### config.mk
export PLATFORM = sky130hd
export DESIGN_NAME = handle_free_list_allocator_flat
export DESIGN_NICKNAME = d
export VERILOG_FILES = /design/src/rtl/hfl_pkg.sv /design/src/rtl/hfl_req_if.sv /design/src/rtl/hfl_rsp_if.sv /design/src/rtl/hfl_cfg_if.sv /design/src/rtl/handle_free_list_allocator.sv /design/src/flat_wrapper.sv
export SDC_FILE = /design/constraint.sdc
export NUM_CORES = 2
export LEC_CHECK = 0
export BUFFER_PORTS_ARGS = -buffer_cell sky130_fd_sc_hd__buf_2
export CAP_MARGIN = 0
export CORE_ASPECT_RATIO = 0.7
export CORE_UTILIZATION = 30
export CTS_CLUSTER_SIZE = 12
export DETAILED_ROUTE_END_ITERATION = 12
export HOLD_SLACK_MARGIN = 0.1
export PLACE_DENSITY_LB_ADDON = 0.1
export RECOVER_POWER = 100
export SETUP_SLACK_MARGIN = 0.05
export SYNTH_ARGS = -nofsm -noshare
export SYNTH_HDL_FRONTEND = slang
export SYNTH_SLANG_ARGS = --single-unit
### constraint.sdc
create_clock -name clk_i -period 10.1 [get_ports clk_i]
set_input_delay 2.02 -clock clk_i [delete_from_list [all_inputs] [get_ports clk_i]]
set_output_delay 2.02 -clock clk_i [all_outputs]
set_load 0.03 [all_outputs]
### src/rtl/hfl_pkg.sv
// Package for the handle free-list allocator.
// Holds field widths, operation and status codes and the control state type.
// Has no dependencies; every other file of the block refers to it by scoped names.
package hfl_pkg;

  localparam int unsigned HANDLE_W = 9;
  localparam int unsigned MODE_W   = 2;
  localparam int unsigned STATUS_W = 3;
  localparam int unsigned CAP_W    = 9;

  localparam logic [CAP_W-1:0] CAP_RESET = CAP_W'(256);

  typedef enum logic [MODE_W-1:0] {
    MODE_ALLOC   = 2'd0,
    MODE_RELEASE = 2'd1,
    MODE_QUERY   = 2'd2
  } mode_e;

  typedef enum logic [STATUS_W-1:0] {
    STAT_OK          = 3'd0,
    STAT_NO_TEMPLATE = 3'd1,
    STAT_FULL        = 3'd2,
    STAT_RANGE       = 3'd3,
    STAT_DEAD        = 3'd4
  } status_e;

  typedef enum logic {
    S_IDLE = 1'b0,
    S_EXEC = 1'b1
  } state_e;

endpackage

### src/rtl/hfl_req_if.sv
// Request channel of the handle free-list allocator.
// Depends on hfl_pkg for the field widths.
interface hfl_req_if;
  logic                         valid;
  logic                         ready;
  logic [hfl_pkg::MODE_W-1:0]   mode;
  logic [hfl_pkg::HANDLE_W-1:0] handle;
  logic                         template_valid;

  modport source (output valid, mode, handle, template_valid, input ready);
  modport sink   (input valid, mode, handle, template_valid, output ready);
endinterface

### src/rtl/hfl_rsp_if.sv
// Response channel of the handle free-list allocator.
// Depends on hfl_pkg for the field widths.
interface hfl_rsp_if;
  logic                           valid;
  logic                           ready;
  logic [hfl_pkg::HANDLE_W-1:0]   handle_out;
  logic                           ok;
  logic [hfl_pkg::STATUS_W-1:0]   status;

  modport source (output valid, handle_out, ok, status, input ready);
  modport sink   (input valid, handle_out, ok, status, output ready);
endinterface

### src/rtl/hfl_cfg_if.sv
// Configuration write channel of the handle free-list allocator (capacity).
// Depends on hfl_pkg for the register width.
interface hfl_cfg_if;
  logic                      valid;
  logic                      ready;
  logic [hfl_pkg::CAP_W-1:0] data;

  modport source (output valid, data, input ready);
  modport sink   (input valid, data, output ready);
endinterface

### src/rtl/handle_free_list_allocator.sv
// Handle free-list allocator: LIFO reuse of released handles, then fresh issue.
// Depends on hfl_pkg and the interfaces hfl_req_if, hfl_rsp_if and hfl_cfg_if.
//
//   channel  direction  payload                        accepted when
//   req      in         mode, handle, template_valid   valid && ready
//   rsp      out        handle_out, ok, status         valid && ready
//   cfg      in         data (capacity)                valid && ready
//
// Each request passes a read step, which reads the free stack and the alive map, which
// are synchronous memories, and then a decision step, which decides, writes back and
// loads the response register. A response waiting in that register does not block the
// next request from being taken; it stalls only the decision step after it.
// Reset needs no clearing pass: alive entries are read only below the issue count.
module handle_free_list_allocator #(
  parameter int unsigned MAX_HANDLES = 256
) (
  input  logic             clk_i,
  input  logic             rst_ni,
  hfl_req_if.sink          req,
  hfl_rsp_if.source        rsp,
  hfl_cfg_if.sink          cfg
);

  localparam int unsigned AW = $clog2(MAX_HANDLES);
  localparam int unsigned CW = $clog2(MAX_HANDLES + 1);
  localparam int unsigned XW =
    ((CW > hfl_pkg::HANDLE_W) ? CW : hfl_pkg::HANDLE_W) + 1;

  // Memories
  logic [hfl_pkg::HANDLE_W-1:0] stack_mem [MAX_HANDLES];
  logic                         alive_mem [MAX_HANDLES];

  // Control state
  hfl_pkg::state_e              state_q, state_d;
  logic [CW-1:0]                depth_q, depth_d;
  logic [CW-1:0]                issued_q, issued_d;
  logic [hfl_pkg::CAP_W-1:0]    cap_q;
  logic                         rsp_valid_q, rsp_valid_d;

  // Captured request and registered read data
  logic [hfl_pkg::MODE_W-1:0]   mode_q;
  logic [hfl_pkg::HANDLE_W-1:0] handle_q;
  logic                         tv_q;
  logic [hfl_pkg::HANDLE_W-1:0] stack_rd_q;
  logic                         alive_rd_q;

  // Response register
  logic [hfl_pkg::HANDLE_W-1:0] rsp_handle_q;
  logic                         rsp_ok_q;
  hfl_pkg::status_e             rsp_status_q;

  logic                         req_fire, exec_done;
  logic [hfl_pkg::HANDLE_W-1:0] res_handle;
  logic                         res_ok;
  hfl_pkg::status_e             res_status;
  logic                         stack_we, alive_we, alive_wd;
  logic [AW-1:0]                stack_wa, alive_wa;
  logic [hfl_pkg::HANDLE_W-1:0] stack_wd;
  logic [XW-1:0]                cap_eff, handle_x, issued_x;
  logic [hfl_pkg::HANDLE_W-1:0] handle_m1, stack_id_m1;

  assign req_fire  = req.valid && req.ready;
  assign exec_done = (state_q == hfl_pkg::S_EXEC) && (!rsp_valid_q || rsp.ready);

  assign cfg.ready      = 1'b1;
  assign rsp.valid      = rsp_valid_q;
  assign rsp.handle_out = rsp_handle_q;
  assign rsp.ok         = rsp_ok_q;
  assign rsp.status     = rsp_status_q;

  // Next state
  always_comb begin
    state_d = state_q;
    unique case (state_q)
      hfl_pkg::S_IDLE: if (req_fire) state_d = hfl_pkg::S_EXEC;
      hfl_pkg::S_EXEC: if (exec_done) state_d = hfl_pkg::S_IDLE;
      default:         state_d = hfl_pkg::S_IDLE;
    endcase
  end

  // FSM outputs
  always_comb begin
    req.ready = (state_q == hfl_pkg::S_IDLE);
  end

  assign cap_eff  = (XW'(cap_q) > XW'(MAX_HANDLES)) ? XW'(MAX_HANDLES) : XW'(cap_q);
  assign handle_x = XW'(handle_q);
  assign issued_x = XW'(issued_q);
  assign handle_m1   = handle_q - hfl_pkg::HANDLE_W'(1);
  assign stack_id_m1 = stack_rd_q - hfl_pkg::HANDLE_W'(1);

  // Decision and write-back
  always_comb begin
    res_handle = '0;
    res_ok     = 1'b0;
    res_status = hfl_pkg::STAT_RANGE;
    depth_d    = depth_q;
    issued_d   = issued_q;
    stack_we   = 1'b0;
    stack_wa   = AW'(depth_q);
    stack_wd   = handle_q;
    alive_we   = 1'b0;
    alive_wa   = AW'(handle_m1);
    alive_wd   = 1'b0;
    unique case (mode_q)
      hfl_pkg::MODE_ALLOC: begin
        if (!tv_q) begin
          res_status = hfl_pkg::STAT_NO_TEMPLATE;
        end else if (depth_q != '0) begin
          res_handle = stack_rd_q;
          res_ok     = 1'b1;
          res_status = hfl_pkg::STAT_OK;
          depth_d    = depth_q - CW'(1);
          alive_we   = 1'b1;
          alive_wa   = AW'(stack_id_m1);
          alive_wd   = 1'b1;
        end else if (issued_x < cap_eff) begin
          res_handle = hfl_pkg::HANDLE_W'(issued_q + CW'(1));
          res_ok     = 1'b1;
          res_status = hfl_pkg::STAT_OK;
          issued_d   = issued_q + CW'(1);
          alive_we   = 1'b1;
          alive_wa   = AW'(issued_q);
          alive_wd   = 1'b1;
        end else begin
          res_status = hfl_pkg::STAT_FULL;
        end
      end
      hfl_pkg::MODE_RELEASE, hfl_pkg::MODE_QUERY: begin
        if (handle_q == '0 || handle_x > issued_x || handle_x > XW'(MAX_HANDLES)) begin
          res_status = hfl_pkg::STAT_RANGE;
        end else if (!alive_rd_q) begin
          res_status = hfl_pkg::STAT_DEAD;
        end else if (mode_q == hfl_pkg::MODE_RELEASE && depth_q >= CW'(MAX_HANDLES)) begin
          res_status = hfl_pkg::STAT_FULL;
        end else begin
          res_handle = handle_q;
          res_ok     = 1'b1;
          res_status = hfl_pkg::STAT_OK;
          if (mode_q == hfl_pkg::MODE_RELEASE) begin
            depth_d  = depth_q + CW'(1);
            stack_we = 1'b1;
            alive_we = 1'b1;
          end
        end
      end
      default: begin
        res_status = hfl_pkg::STAT_RANGE;
      end
    endcase
  end

  always_comb begin
    rsp_valid_d = rsp_valid_q;
    if (exec_done) begin
      rsp_valid_d = 1'b1;
    end else if (rsp.ready) begin
      rsp_valid_d = 1'b0;
    end
  end

  always_ff @(posedge clk_i or negedge rst_ni) begin
    if (!rst_ni) begin
      state_q     <= hfl_pkg::S_IDLE;
      depth_q     <= '0;
      issued_q    <= '0;
      cap_q       <= hfl_pkg::CAP_RESET;
      rsp_valid_q <= 1'b0;
    end else begin
      state_q     <= state_d;
      rsp_valid_q <= rsp_valid_d;
      if (exec_done) begin
        depth_q  <= depth_d;
        issued_q <= issued_d;
      end
      if (cfg.valid && cfg.ready) begin
        cap_q <= cfg.data;
      end
    end
  end

  // Request capture and memory reads; the reads see every earlier write-back
  // because the decision cycle always ends before the next request is taken.
  always_ff @(posedge clk_i) begin
    if (req_fire) begin
      mode_q     <= req.mode;
      handle_q   <= req.handle;
      tv_q       <= req.template_valid;
      stack_rd_q <= stack_mem[AW'(depth_q - CW'(1))];
      alive_rd_q <= alive_mem[AW'(req.handle - hfl_pkg::HANDLE_W'(1))];
    end
    if (exec_done) begin
      rsp_handle_q <= res_handle;
      rsp_ok_q     <= res_ok;
      rsp_status_q <= res_status;
      if (stack_we) begin
        stack_mem[stack_wa] <= stack_wd;
      end
      if (alive_we) begin
        alive_mem[alive_wa] <= alive_wd;
      end
    end
  end

endmodule

### src/flat_wrapper.sv
// flat-port wrapper written by rule: the top's interface ports become plain ports
module handle_free_list_allocator_flat 
#(
  parameter int unsigned MAX_HANDLES = 256
)
  (clk_i, rst_ni, req_valid, req_mode, req_handle, req_template_valid, req_ready, rsp_valid, rsp_handle_out, rsp_ok, rsp_status, rsp_ready, cfg_valid, cfg_data, cfg_ready);
  hfl_req_if req_i ();
  hfl_rsp_if rsp_i ();
  hfl_cfg_if cfg_i ();
  input  logic clk_i;
  input  logic rst_ni;
  input wire logic [$bits(req_i.valid)-1:0] req_valid;
  input wire logic [$bits(req_i.mode)-1:0] req_mode;
  input wire logic [$bits(req_i.handle)-1:0] req_handle;
  input wire logic [$bits(req_i.template_valid)-1:0] req_template_valid;
  output wire logic [$bits(req_i.ready)-1:0] req_ready;
  output wire logic [$bits(rsp_i.valid)-1:0] rsp_valid;
  output wire logic [$bits(rsp_i.handle_out)-1:0] rsp_handle_out;
  output wire logic [$bits(rsp_i.ok)-1:0] rsp_ok;
  output wire logic [$bits(rsp_i.status)-1:0] rsp_status;
  input wire logic [$bits(rsp_i.ready)-1:0] rsp_ready;
  input wire logic [$bits(cfg_i.valid)-1:0] cfg_valid;
  input wire logic [$bits(cfg_i.data)-1:0] cfg_data;
  output wire logic [$bits(cfg_i.ready)-1:0] cfg_ready;
  assign req_i.valid = req_valid;
  assign req_i.mode = req_mode;
  assign req_i.handle = req_handle;
  assign req_i.template_valid = req_template_valid;
  assign req_ready = req_i.ready;
  assign rsp_valid = rsp_i.valid;
  assign rsp_handle_out = rsp_i.handle_out;
  assign rsp_ok = rsp_i.ok;
  assign rsp_status = rsp_i.status;
  assign rsp_i.ready = rsp_ready;
  assign cfg_i.valid = cfg_valid;
  assign cfg_i.data = cfg_data;
  assign cfg_ready = cfg_i.ready;
  handle_free_list_allocator #(.MAX_HANDLES(MAX_HANDLES)) u_core (.clk_i(clk_i), .rst_ni(rst_ni), .req(req_i), .rsp(rsp_i), .cfg(cfg_i));
endmodule
==> out/metrics.csv <==
stage,metric,value,unit
timing,post-route-min-period,7.72,ns
critical_path,cp_cell_sequence,"clkbuf_1, clkbuf_1, buf_4",
timing,tns,0,ns
synthesis,syn_inst,4902,
clock_tree,holdBufCountCts,0,
cells_and_area,layout_common_cells,"edfxtp_1, mux4_2, nor2_1",
pwr,p_comb_frac,0.371,
cells_and_area,final-seq-area,0.0787,sq mm
worst_hold_path,hp-class,reg -> reg,
pwr,leakagePower,0.0351,uW
critical_path,crit_slowest_cell,clkbuf_1,
clock_tree,root_buffer,clkbuf_16,
clock_tree,clock_latency,0.88,ns
grt,grt_pass1_vias,51100,
critical_path,cp.arrival,8.23,ns
synthesis,ys_types,69,
timing,grt_setup_unrepaired,no,
pwr,p_clk_frac,0.273,
cells_and_area,fillers,32500,
floorplan,initial_core_util,0.302,
cells_and_area,area_growth_syn_to_layout,12.4,%
grt,grt_pass1_wl,439,mm
floorplan,die_y,497,um
flow_run,cap_violations,37,
pwr,power_switching_share,0.350,
critical_path,crit_path_end_kind,flip-flop,
cells_and_area,final_common_cell,edfxtp_1,
detailed_routing,vias,51400,
synthesis,synth_edf_count,2595,
placed_design,portBuffers,40,
timing,fin_ws,2.38,ns
placed_design,post-place-ws,3.60,ns
placed_design,place_congestion,0.772,
timing,setup_viol,0,
detailed_routing,drc,0,
floorplan,die_area,0.353,sq mm
timing,whs,0.504,ns
cells_and_area,fin_area,0.118,sq mm
detailed_routing,wl_per_cell,32.1,um
cells_and_area,drive_gt1_frac,0.247,
clock_tree,clk_path_buf_depth,4,
critical_path,path_class,reg -> reg,
critical_path,crit_fanout,77,
synthesis,ys_warn_count,0,
critical_path,start_kind,flip-flop,
pwr,seqPwrFrac,0.355,
synthesis,yosysTopAreaCell,edfxtp_1,
synthesis,syn_area,0.105,sq mm
pwr,switchingPower,12200,uW
placed_design,place_hpwl,183,mm
cells_and_area,nets,5039,
clock_tree,cts_sinks,2624,
run_status,violations,"max-capacitance violations, max-slew violations",
critical_path,crit_top_cell,clkbuf_1,
clock_tree,htree_levels,5,
floorplan,core-area,0.348,sq mm
detailed_routing,finalWirelength,315,mm
synthesis,syn_nets,4957,
timing,drv_slew,2093,
synthesis,avgSynthCellArea,21.4,sq um
floorplan,chipWidth,710,um
clock_tree,cts_tree,done,
clock_tree,cts.clk_slew.worst_paths,0.06,ns
pwr,p_per_area,294,mW/mm^2
pwr,internal_power,22500,uW
timing,period_share,0.764,
detailed_routing,viasPerCell,5.24,
detailed_routing,first_iter_violations,5380,
timing,final_hold_viol_count,0,
placed_design,dpl_cell_area,0.111,sq mm
run_status,status,"finished, violations left",
timing,relSlewSlack,-3.71,
synthesis,synth_area_leaders,"edfxtp_1, mux4_2, nor4_2, nor2_1, nor4_1",
detailed_routing,first_pass_iters,5,
clock_tree,cts-buffers-inserted,276,
pwr,max-vdd-ir-drop,0.000317,V
cells_and_area,multi_input_area,0.0246,sq mm
timing,max_freq,130,MHz
synthesis,synth_top_area_share,0.741,
detailed_routing,ant_nets,0,
clock_tree,cts_setup_buffers,0,
grt,grt_max_degree,259,
timing,skew,0.0535,ns
grt,grt_remaining_overflow,0,
critical_path,required,10.61,ns
timing,worstMarginPinSlew,7.07,ns
grt,track_usage,0.176,
synthesis,synth-seq-area-share,0.748,
floorplan,io_pins,42,
grt,antenna_found_initial,35,
synthesis,ys_ff_latch,2624,
synthesis,synthArstFlopShare,0.0111,
clock_tree,ctsResizeCount,0,
critical_path,slowest_delay,2.87,ns
synthesis,ys.flop_type,edfxtp_1,
floorplan,rows,181,
pwr,total_power,34700,uW
[cell usage after synthesis (12+ instances only)]
cell type  count
a21oi_1       23
a221oi_1      19
a22o_1        18
a22oi_1       55
buf_1         71
buf_2         56
buf_6         12
clkbuf_1     212
dfrtp_1       28
edfxtp_1    2595
ha_1          29
inv_1         24
mux4_2       784
nand2_1      134
nand3_1       25
nor2_1       295
nor3_1        20
nor4_1       164
nor4_2       104
o21ai_0       17
xnor2_1       32
xor2_1        15
[path summary, 6_finish.rpt]
path	cells past startpoint	endpoint	slack, ns	from
worst max-delay path	3	u_core.stack_mem[213][0]	2.38	u_core.handle_q[0]
worst min-delay path	1	u_core.cap_q[0]	0.50	u_core.cap_q[0]
worst max register to register	3	u_core.stack_mem[213][0]	2.38	u_core.handle_q[0]
worst min register to register	1	u_core.cap_q[0]	0.50	u_core.cap_q[0]
max in group asynchronous	1	u_core.depth_q[5]	7.28	rst_ni
min in group asynchronous	1	u_core.cap_q[4]	1.68	rst_ni
[cell type report]
type	instances	share of cell area
multi-input cells	1898	0.208
clock buffers	368	0.0638
flip-flops and latches	2624	0.666
repair buffers	159	0.00884
well taps	4666	0.0494
diodes	10	0.000212
inverters	25	0.000794
clock inverters	62	0.00331
[state kept, by name, indices dropped and copies added (netlist names)]
register,count
u_core.stack_mem,2304
u_core.rsp.status,3
u_core.depth_q,9
u_core.mode_q,2
u_core.state_q,1
u_core.stack_rd_q,9
u_core.alive_rd_q,1
u_core.rsp.valid,1
u_core.tv_q,1
u_core.rsp.handle_out,9
u_core.rsp.ok,1
u_core.issued_q,9
u_core.cap_q,9
u_core.alive_mem,256
u_core.handle_q,9
[cell families (layout without fill, tap and decap cells)]
kind of cell             after synthesis  after routing  synth area share
adder cells (fa/ha/maj)               29             29           0.00345
multiplexers                         802            802             0.170
buffers and inverters                380            614            0.0152
AND/OR/NAND/NOR                      809            809            0.0442
AO/OA/AOI/OAI                        210            210            0.0154
other                                  1             11         0.0000357
flip-flops                          2624           2624             0.748
XOR/XNOR                              47             47           0.00392
[power by group through the flow]
stage | Clock [uW] | Sequential (uW) | Combinational [uW]
2_1_floorplan | 0 | 12500 | 7540
3_3_place_gp | 0 | 12500 | 13100
3_5_place_dp | 0 | 12500 | 13100
4_1_cts | 9740 | 12300 | 13100
5_1_grt | 10100 | 12300 | 13500
6_report | 9490 | 12300 | 12900
[routing by layer]
metal | global-route usage | share of wire | vias up
met5 | 0 | 0.000079 | -
met4 | 0.0289 | 0.015 | 6
met3 | 0.0299 | 0.057 | 322
met2 | 0.241 | 0.42 | 1519
met1 | 0.292 | 0.51 | 28600
li1 | - | - | 20900
[worst max-delay path: cells and delay by family (launching register included)]
family | cells | cell delay [ns]
buffers and inverters | 3 | 6.71
flip-flops | 1 | 0.36
[metrics by stage]
stage	instances	util
floorplan	4902	-
global placement	9372	0.319
detailed placement	9372	0.319
CTS	9802	0.342
global route	9802	0.339
finish	9812	0.339
No activity file was read; power rests on OpenSTA's default activity.
